File: src/rtl/ssbk_pkg.sv
package ssbk_pkg;

	// Capacity of the record store and width of the payload carried with each key.
	localparam int MAX_RECORDS  = 64;
	localparam int PAYLOAD_BITS = 16;
	localparam int KEY_BITS     = 32;

	// Index into the store, and a count that can also hold the capacity itself.
	localparam int IDX_W = (MAX_RECORDS > 1) ? $clog2(MAX_RECORDS) : 1;
	localparam int CNT_W = $clog2(MAX_RECORDS + 1);

	typedef struct packed {
		logic [KEY_BITS-1:0]     key;
		logic [PAYLOAD_BITS-1:0] payload;
	} rec_t;

	// One write port and two read ports on the record store.
	typedef struct packed {
		logic             we;
		logic [IDX_W-1:0] waddr;
		rec_t             wdata;
		logic [IDX_W-1:0] raddr_a;
		logic [IDX_W-1:0] raddr_b;
	} mem_req_t;

	// Request from the sequencer to load the output register.
	typedef struct packed {
		logic load;
		logic last;
		logic ovf;
	} emit_ctl_t;

	typedef enum logic [2:0] {
		ST_LOAD,
		ST_GAP,
		ST_PASS,
		ST_READ,
		ST_CMP,
		ST_SWAP,
		ST_EMIT_RD,
		ST_EMIT_WR
	} ssbk_state_t;

endpackage

File: src/rtl/ssbk_store.sv
module ssbk_store (
	input  logic              clk,
	input  ssbk_pkg::mem_req_t req,
	output ssbk_pkg::rec_t    rdata_a,
	output ssbk_pkg::rec_t    rdata_b
);

	// The store is not cleared; only entries written in the current set are read.
	ssbk_pkg::rec_t mem_q [ssbk_pkg::MAX_RECORDS];

	always_ff @(posedge clk) begin
		if (req.we) begin
			mem_q[req.waddr] <= req.wdata;
		end
		rdata_a <= mem_q[req.raddr_a];
		rdata_b <= mem_q[req.raddr_b];
	end

endmodule

File: src/rtl/ssbk_seq.sv
module ssbk_seq (
	input  logic                              clk,
	input  logic                              arst_n,
	input  logic                              load_valid,
	output logic                              load_stall,
	input  logic [ssbk_pkg::KEY_BITS-1:0]     key,
	input  logic [ssbk_pkg::PAYLOAD_BITS-1:0] payload,
	input  logic                              last_in,
	input  ssbk_pkg::rec_t                    rdata_a,
	input  ssbk_pkg::rec_t                    rdata_b,
	input  logic                              out_busy,
	output ssbk_pkg::mem_req_t                mem_req,
	output ssbk_pkg::emit_ctl_t               emit
);

	ssbk_pkg::ssbk_state_t state_q, state_nxt;

	logic [ssbk_pkg::CNT_W-1:0] count_q;
	logic                       ovf_q;
	logic [ssbk_pkg::CNT_W-1:0] gap_q;
	logic [ssbk_pkg::CNT_W-1:0] i_q;
	logic [ssbk_pkg::IDX_W-1:0] j_q;
	logic [ssbk_pkg::IDX_W-1:0] k_q;
	ssbk_pkg::rec_t             hold_q;

	logic                       load_acc;
	logic                       room;
	logic [ssbk_pkg::CNT_W-1:0] count_new;
	logic [ssbk_pkg::CNT_W-1:0] jg;
	logic [ssbk_pkg::IDX_W-1:0] jg_idx;
	logic [ssbk_pkg::CNT_W-1:0] i_minus_gap;
	logic [ssbk_pkg::CNT_W-1:0] j_minus_gap;
	logic [ssbk_pkg::CNT_W-1:0] k_next;
	logic                       i_done;
	logic                       key_gt;
	logic                       j_ge_gap;
	logic                       k_last;

	assign load_acc    = load_valid && !load_stall;
	assign room        = count_q < ssbk_pkg::CNT_W'(ssbk_pkg::MAX_RECORDS);
	assign count_new   = room ? count_q + ssbk_pkg::CNT_W'(1) : count_q;
	assign jg          = ssbk_pkg::CNT_W'(j_q) + gap_q;
	assign jg_idx      = jg[ssbk_pkg::IDX_W-1:0];
	assign i_minus_gap = i_q - gap_q;
	assign j_minus_gap = ssbk_pkg::CNT_W'(j_q) - gap_q;
	assign k_next      = ssbk_pkg::CNT_W'(k_q) + ssbk_pkg::CNT_W'(1);
	assign i_done      = i_q >= count_q;
	// The single key comparator of the block: earlier key strictly greater than later key.
	assign key_gt      = rdata_a.key > rdata_b.key;
	assign j_ge_gap    = ssbk_pkg::CNT_W'(j_q) >= gap_q;
	assign k_last      = k_next == count_q;

	// Next state.
	always_comb begin
		state_nxt = state_q;
		unique case (state_q)
			ssbk_pkg::ST_LOAD: begin
				if (load_acc && last_in) state_nxt = ssbk_pkg::ST_GAP;
			end
			ssbk_pkg::ST_GAP: begin
				if (gap_q == '0) state_nxt = ssbk_pkg::ST_EMIT_RD;
				else state_nxt = ssbk_pkg::ST_PASS;
			end
			ssbk_pkg::ST_PASS: begin
				if (i_done) state_nxt = ssbk_pkg::ST_GAP;
				else state_nxt = ssbk_pkg::ST_READ;
			end
			ssbk_pkg::ST_READ: begin
				state_nxt = ssbk_pkg::ST_CMP;
			end
			ssbk_pkg::ST_CMP: begin
				if (key_gt) state_nxt = ssbk_pkg::ST_SWAP;
				else state_nxt = ssbk_pkg::ST_PASS;
			end
			ssbk_pkg::ST_SWAP: begin
				if (j_ge_gap) state_nxt = ssbk_pkg::ST_READ;
				else state_nxt = ssbk_pkg::ST_PASS;
			end
			ssbk_pkg::ST_EMIT_RD: begin
				state_nxt = ssbk_pkg::ST_EMIT_WR;
			end
			ssbk_pkg::ST_EMIT_WR: begin
				if (!out_busy) begin
					if (k_last) state_nxt = ssbk_pkg::ST_LOAD;
					else state_nxt = ssbk_pkg::ST_EMIT_RD;
				end
			end
			default: state_nxt = ssbk_pkg::ST_LOAD;
		endcase
	end

	// Outputs: store requests and output register control.
	always_comb begin
		load_stall    = state_q != ssbk_pkg::ST_LOAD;
		mem_req.we    = 1'b0;
		mem_req.waddr = j_q;
		mem_req.wdata = hold_q;
		mem_req.raddr_a = j_q;
		mem_req.raddr_b = jg_idx;
		emit.load     = 1'b0;
		emit.last     = k_last;
		emit.ovf      = ovf_q;
		unique case (state_q)
			ssbk_pkg::ST_LOAD: begin
				mem_req.we          = load_valid && room;
				mem_req.waddr       = count_q[ssbk_pkg::IDX_W-1:0];
				mem_req.wdata.key     = key;
				mem_req.wdata.payload = payload;
			end
			ssbk_pkg::ST_CMP: begin
				// First half of an exchange: the larger record moves up by one gap.
				mem_req.we    = key_gt;
				mem_req.waddr = jg_idx;
				mem_req.wdata = rdata_a;
			end
			ssbk_pkg::ST_SWAP: begin
				mem_req.we    = 1'b1;
				mem_req.waddr = j_q;
				mem_req.wdata = hold_q;
			end
			ssbk_pkg::ST_EMIT_RD: begin
				mem_req.raddr_a = k_q;
			end
			ssbk_pkg::ST_EMIT_WR: begin
				mem_req.raddr_a = k_q;
				emit.load       = !out_busy;
			end
			default: begin
			end
		endcase
	end

	always_ff @(posedge clk or negedge arst_n) begin
		if (!arst_n) begin
			state_q <= ssbk_pkg::ST_LOAD;
			count_q <= '0;
			ovf_q   <= 1'b0;
			gap_q   <= '0;
			i_q     <= '0;
			j_q     <= '0;
			k_q     <= '0;
		end else begin
			state_q <= state_nxt;
			unique case (state_q)
				ssbk_pkg::ST_LOAD: begin
					if (load_acc) begin
						count_q <= count_new;
						if (!room) ovf_q <= 1'b1;
						gap_q <= count_new >> 1;
					end
				end
				ssbk_pkg::ST_GAP: begin
					i_q <= gap_q;
					k_q <= '0;
				end
				ssbk_pkg::ST_PASS: begin
					if (i_done) gap_q <= gap_q >> 1;
					else j_q <= i_minus_gap[ssbk_pkg::IDX_W-1:0];
				end
				ssbk_pkg::ST_CMP: begin
					if (!key_gt) i_q <= i_q + ssbk_pkg::CNT_W'(1);
				end
				ssbk_pkg::ST_SWAP: begin
					if (j_ge_gap) j_q <= j_minus_gap[ssbk_pkg::IDX_W-1:0];
					else i_q <= i_q + ssbk_pkg::CNT_W'(1);
				end
				ssbk_pkg::ST_EMIT_WR: begin
					if (!out_busy) begin
						k_q <= k_next[ssbk_pkg::IDX_W-1:0];
						if (k_last) begin
							count_q <= '0;
							ovf_q   <= 1'b0;
						end
					end
				end
				default: begin
				end
			endcase
		end
	end

	// Lower record of a pending exchange, written back in the following cycle.
	always_ff @(posedge clk) begin
		if (state_q == ssbk_pkg::ST_CMP) begin
			hold_q <= rdata_b;
		end
	end

endmodule

File: src/rtl/shell_sort_by_key.sv
// Shell sort by key. Records (a 32-bit unsigned key and a payload) are taken one word per
// cycle on the load channel until a word carrying last_in; up to MAX_RECORDS records are
// kept and any further ones are dropped, which sets overflowed on every word of that set's
// output. The set is then sorted in place into ascending key order, with the gap starting
// at half the count and halved each round, and emitted on the emit channel with last_out
// on the final word. The sort runs on a single key comparator and a store with one write
// port and two registered read ports. Each insertion step has a setup state, each compare
// adds a registered read of both records followed by the comparison, and each exchange
// adds a state that writes the lower record back. Each gap round adds a gap state and the
// pass that closes it, and the end of the sort one more gap state. A set of n records has
// s insertion steps (the sum over the gaps g of n - g, a little under n * log2(n)) and c
// compares; c equals s for a set already in order and grows towards n squared for adverse
// orders. Each record is emitted by a read of the store and then a load of the output
// register, which waits while that register holds an untaken word. The load channel stalls
// from the last record of a set until its final sorted word has entered the output register.
module shell_sort_by_key (
	input  logic                              clk,
	input  logic                              arst_n,
	input  logic                              load_valid,
	output logic                              load_stall,
	input  logic [ssbk_pkg::KEY_BITS-1:0]     key,
	input  logic [ssbk_pkg::PAYLOAD_BITS-1:0] payload,
	input  logic                              last_in,
	output logic                              emit_valid,
	input  logic                              emit_stall,
	output logic [ssbk_pkg::KEY_BITS-1:0]     sorted_key,
	output logic [ssbk_pkg::PAYLOAD_BITS-1:0] sorted_payload,
	output logic                              last_out,
	output logic                              overflowed
);

	ssbk_pkg::mem_req_t  mem_req;
	ssbk_pkg::rec_t      rdata_a;
	ssbk_pkg::rec_t      rdata_b;
	ssbk_pkg::emit_ctl_t emit;
	logic                emit_valid_q;
	logic                out_busy;

	// The output register is full and its word is not being taken this cycle.
	assign out_busy   = emit_valid_q && emit_stall;
	assign emit_valid = emit_valid_q;

	ssbk_store u_store (
		.clk     (clk),
		.req     (mem_req),
		.rdata_a (rdata_a),
		.rdata_b (rdata_b)
	);

	ssbk_seq u_seq (
		.clk        (clk),
		.arst_n     (arst_n),
		.load_valid (load_valid),
		.load_stall (load_stall),
		.key        (key),
		.payload    (payload),
		.last_in    (last_in),
		.rdata_a    (rdata_a),
		.rdata_b    (rdata_b),
		.out_busy   (out_busy),
		.mem_req    (mem_req),
		.emit       (emit)
	);

	// Output register: valid is cleared once its word is taken, unless a new one arrives.
	always_ff @(posedge clk or negedge arst_n) begin
		if (!arst_n) begin
			emit_valid_q <= 1'b0;
		end else if (emit.load) begin
			emit_valid_q <= 1'b1;
		end else if (!emit_stall) begin
			emit_valid_q <= 1'b0;
		end
	end

	// The payload of the output word needs no reset.
	always_ff @(posedge clk) begin
		if (emit.load) begin
			sorted_key     <= rdata_a.key;
			sorted_payload <= rdata_a.payload;
			last_out       <= emit.last;
			overflowed     <= emit.ovf;
		end
	end

endmodule
File: config.mk
export PLATFORM = sky130hd
export DESIGN_NAME = shell_sort_by_key
export DESIGN_NICKNAME = d
export VERILOG_FILES = /design/src/rtl/ssbk_pkg.sv /design/src/rtl/ssbk_store.sv /design/src/rtl/ssbk_seq.sv /design/src/rtl/shell_sort_by_key.sv
export SDC_FILE = /design/constraint.sdc
export NUM_CORES = 2
export LEC_CHECK = 0
export BUFFER_PORTS_ARGS = -buffer_cell sky130_fd_sc_hd__buf_2
export CAP_MARGIN = 20
export CORE_UTILIZATION = 31
export CTS_BUF_LIST = sky130_fd_sc_hd__clkbuf_8
export CTS_CLUSTER_SIZE = 30
export DETAILED_ROUTE_END_ITERATION = 7
export PLACE_DENSITY = 0.48
export SLEW_MARGIN = 20
export SYNTH_ARGS = -nofsm -noshare
export SYNTH_HDL_FRONTEND = slang
export SYNTH_HIERARCHICAL = 1
export SYNTH_SLANG_ARGS = --single-unit
File: constraint.sdc
create_clock -name clk -period 10.3 [get_ports clk]
set_clock_uncertainty 0.15 [all_clocks]
set_input_delay 0.515 -clock clk [delete_from_list [all_inputs] [get_ports clk]]
set_output_delay 0.515 -clock clk [all_outputs]
set_load 0.03 [all_outputs]
# Yosys cells after proc, flatten, opt, wreduce, memory -nomap -nowiden
# Memories as Yosys holds them, arrays and structs flattened. A register that Yosys moved wholly into a read port is not among the register bits.
# Cells that the tools add are included.
[word_totals]
ram_bits = 3072
n_memories = 1
reg_bits = 136
[op_classes]
n_reduce_logical = 23
addsub = 6
n_mux = 36
magnitude_cmp = 4
eq_ne = 20
[memory_table]
columns = ["name", "words", "width", "read_ports", "rd_clocked_by_memory_dff", "write_ports", "line_no", "source"]
rows = [
  ["u_store.mem_q", 64, 48, 2, 2, 1, "ssbk_store.sv:9", "ssbk_pkg::rec_t mem_q [ssbk_pkg::MAX_RECORDS];"],
]
[op_table]
columns = ["operator", "count"]
rows = [
  ["$pmux 55 s3", 1],
  ["$mux 7", 8],
  ["$gt 32x32->1", 1],
  ["$pmux 7 s2", 2],
  ["$mux 6", 4],
  ["$pmux 3 s8", 1],
  ["$pmux 6 s2", 2],
  ["$pmux 7 s3", 1],
  ["$mux 3", 5],
  ["$add 7x1->7 const B", 2],
  ["$ne 2x1->1 const B", 7],
  ["$eq 3x3->1 const B", 4],
  ["$sub 6x6->6", 2],
  ["$mux 1", 10],
  ["$ne 2x2->1 const B", 5],
  ["$reduce_and 5->1", 2],
  ["$reduce_and 3->1", 3],
  ["$reduce_bool 2->1", 4],
  ["$add 6x1->7 const B", 1],
  ["$eq 7x7->1", 1],
  ["$ge 6x7->1", 1],
  ["$ge 7x7->1", 1],
  ["$logic_not 7->1", 1],
  ["$lt 7x7->1 const B", 1],
  ["12 further kinds", 19],
]

# Longest topological paths before layout
[logic_depth]
ltp_word = 6
depth_mapped = 15

# By module
# Netlist, hierarchy kept.
[modules_own_cells]
columns = ["module", "seq_area_each_um2", "area_each_um2", "cells_each", "n_inst"]
rows = [
  ["ssbk_store", 94170.3, 140941.4, 6738, 1],
  ["ssbk_seq", 2342.2, 6284.8, 708, 1],
  ["shell_sort_by_key", 1526.5, 1540.2, 53, 1],
]

# Worst setup path before layout
# OpenSTA, ideal clock, no wires.
[synth_path]
path_kind = "register to register"
from = "register u_seq.state_q[2]"
to = "memory u_store/mem_q[49][0] in the netlist's numbering (enable)"
arrival_ns = 5.627
path_stages_with_launch = 11
synth_period_minus_slack_ns = 6.289
t_required_ns = 9.637
setup_slack_ns = 4.011
cell_sequence = "dfrtp_1 clkbuf_1 buf_2 buf_1 buf_1 mux2i_1 o21ai_1 clkbuf_1 nor2b_1 nand4_1 nor3_1"
[synth_lines]
columns = ["item", "line_no", "source"]
rows = [
  ["start: declaration", "ssbk_seq.sv:16", "ssbk_pkg::ssbk_state_t state_q, state_nxt;"],
  ["start signal: assignment", "ssbk_seq.sv:135", "state_q <= ssbk_pkg::ST_LOAD;"],
  ["start signal: assignment", "ssbk_seq.sv:143", "state_q <= state_nxt;"],
  ["end: declaration", "ssbk_store.sv:9", ""],
]

==> results by group <==
Synthesis
  – Number of synthesized flops with an enable pin: 3170
  – Top post-synthesis cells by area: edfxtp_1 (64%), mux4_2 (23%), o22ai_1 (1.4%)
  – Synth Warn #: 6
  – Synth cell count leaders: edfxtp_1 (3170), mux4_2 (1535), o22ai_1 (338)
  – Area fraction of the dominant cell type after synthesis: 0.640
  – Synth cell types: 73
  – Fraction of registers with async set/reset: 0.0112
  – Post-synthesis net count: 7612
  – Count leader, synth: edfxtp_1
  – Seq cells post-synth: 3303
  – Syn_area_per_cell: 19.8 um^2
  – Synthesized area: 149000 um^2
  – Primary FF master, synth: edfxtp_1
  – Sequential fraction of the synthesis area: 0.659
  – Leading area contributor after synthesis: edfxtp_1
  – Cells after Synth: 7499

Route
  – WL final: 613000 um
  – Post-DRT Antenna Nets: 0
  – Routed len/inst: 41.3 um
  – Total number of vias: 90100
  – Initial DRC Count: 13300
  – First-pass detailed-route iteration total: 8
  – # DRC: 90
  – Post-DR vias/cell: 6.07

STA
  – RSZ-0062 raised after global routing: no
  – Final TNS setup: 0 ps
  – Final hold vios: 0
  – Period utilisation layout: 0.693
  – Final setup vio count: 0
  – Max-slew violation count: 0
  – Max Fclk: 0.140 GHz
  – Worst Max-Slew Pin Slew: 1250 ps
  – Clock period minus worst slack: 7140 ps
  – Slew headroom: 0.160

Placed design
  – Buffers added on ports: 104
  – DPL Wire Length: 388000 um
  – Gpl congestion: 0.930
  – Placed cell count: 13700
  – Placed cell areas: 159000 um^2

Critical path
  – Crit path required time: 10930 ps
  – Crit path to: u_store/mem_q[6][24]
  – CP startpoint kind: flip-flop
  – CP max stage delay: 960 ps
  – CP Class: reg -> reg
  – CP endpoint kind: flip-flop
  – Critical Path AT: 7770 ps
  – Crit-path slowest cell: nor2_4
  – Cell count of the worst reg-to-reg path: 11
  – FF-to-FF setup slack: 3160 ps
  – RR Startpoint: u_store/rdata_b[46]
  – Critical-path cell list: inv_1 -> ha_1 -> nand4_1 -> nor4_1 -> o311ai_1 -> a211o_1 -> o211ai_1 -> nor2b_1 -> nand3_1 -> nor2_4 -> buf_4
  – Worst-path maximum fanout: 30
  – Crit path from: u_store/rdata_b[46]
  – RR Endpoint: u_store/mem_q[6][24]

Cells and area
  – Fin util: 0.356
  – Multi-input gate area: 49300 um^2
  – Fin area: 170000 um^2
  – Share of cells above drive strength 1: 0.349
  – Fill cell count: 44500
  – Nets: 8060
  – Layout Cells excl Fill: 14900
  – Register area: 98000 um^2
  – Synth-to-Final Area Change: 14.4%

GRT
  – Antenna violations before repair: 67
  – Largest net degree at the start of global routing: 94
  – GRT Resource Usage Total: 0.249
  – Vias in the first global route: 90400
  – First-pass GRT wire length: 818000 um
  – Grt ovf: 0

Floorplan
  – Die Height: 695 um
  – Initial Utilization: 0.311
  – # rows: 254
  – Boundary Pins: 105
  – Die ar.: 483000 um^2
  – Chip Width: 695 um
  – Core area: 478000 um^2

Clock network
  – Clk Latency, worst-skew pair: 1240 ps
  – Total CTS buffers: 595
  – Worst-case clock buffer depth: 4
  – # Post-CTS Setup Buffers: 0
  – CTS tree: yes
  – Sink Count: 3303
  – Root Driver: clkbuf_8
  – H-tree depth: 6
  – Clock transition at the registers of the reported paths: 60 ps

Run
  – Maxcap violations: 0

Outcome
  – Violated checks: design-rule violations
  – Status: finished, violations left

Min path
  – Hold WC Path Type: in -> reg
## worst min path at each step
stage	from	to	slack, ps	depth (start not counted)
floorplan	arst_n	emit_valid	70	0
global placement	u_store/rdata_b[12]	u_seq/hold_q[12]	240	0
detailed placement	u_store/rdata_b[12]	u_seq/hold_q[12]	240	0
CTS	payload[11]	u_store/mem_q[59][11]	50	3
global route	payload[11]	u_store/mem_q[59][11]	180	3
finish	key[19]	u_store/mem_q[57][35]	130	4
## state kept, by name (all words and copies together) (netlist names), 3 cells and up
register         cells
u_seq/k_q            6
u_store/rdata_a     48
u_seq/i_q            7
u_seq/state_q        3
sorted_key          32
u_store/rdata_b     48
sorted_payload      16
u_seq/j_q            6
u_seq/gap_q          6
u_seq/count_q        7
u_store/mem_q     3072
u_seq/hold_q        48
## critical path: cells and delay by family (launching register included)
family / cells / cell delay [ps]
flops: 1 / 710
compound gates: 3 / 1470
fa+ha+maj: 1 / 340
simple gates: 5 / 2970
buf+inv: 2 / 870
## logic make-up after synthesis
group	count (synthesis)	synth area share
adders and majority gates	60	0.00515
and+or+nand+nor	690	0.0220
buffers and inverters	654	0.0203
DFF	3303	0.659
muxes	1668	0.242
xor gates and xnor gates	17	0.00100
AOI/OAI and AO/OA	1107	0.0510
## through the flow
stage / hold slack, ps / worst slack [ps]
6_report: 128 / 3160
4_1_cts: 54.7 / 3590
3_3_place_gp: 243 / 3670
2_1_floorplan: 69.4 / 4010
3_5_place_dp: 240 / 3650
5_1_grt: 178 / 3230
## cell usage in the layout, fill, tap and decap left out, types with 26 or more instances in the layout
cell type | synthesis | layout
ha_1 | 58 | 58
mux4_2 | 1535 | 1535
inv_1 | 61 | 234
nor2_1 | 170 | 101
clkinv_2 | 0 | 50
nor4_1 | 41 | 26
buf_2 | 159 | 104
a22oi_1 | 96 | 96
dfrtp_1 | 37 | 36
nor3_1 | 72 | 69
clkinv_1 | 0 | 147
nor2_4 | 0 | 67
o21ai_1 | 41 | 32
clkbuf_8 | 0 | 622
diode_2 | 0 | 49
a31oi_1 | 34 | 34
o21ai_0 | 107 | 67
edfxtp_1 | 3170 | 3170
nor2b_1 | 48 | 39
buf_12 | 0 | 36
a221oi_1 | 63 | 58
a21oi_1 | 114 | 114
nand2_1 | 214 | 204
o22a_1 | 30 | 30
a211oi_1 | 30 | 30
dfxtp_1 | 96 | 96
o22ai_1 | 338 | 336
nand3_1 | 41 | 41
o21ai_4 | 0 | 49
a22o_1 | 91 | 91
buf_4 | 80 | 284
o221ai_1 | 74 | 74
mux2i_1 | 112 | 108
## layout make-up
class / count / area share
flip-flops and latches: 3303 / 0.576
multi-input cells: 3542 / 0.289
clock buffers: 622 / 0.0503
well taps: 6400 / 0.0470
repair buffers: 441 / 0.0209
clock inverters: 437 / 0.0143
inverters: 64 / 0.00151
diodes: 49 / 0.000720
## metal layers
metal,share of wire,track usage,vias up
li1,-,-,33800
met1,0.38,0.326,49200
met2,0.45,0.376,5925
met3,0.12,0.0776,1154
met4,0.054,0.119,40
met5,0.0011,0.00650,-
## what timing repair did
item | CTS | global route
hold buffers | 16 | 0
gates resized for setup | 0 | 0
endpoints found under the hold margin | 130 | 0
Power is not shown: default switching activity piles up to over one toggle a cycle in this logic, so the estimate is an artifact.
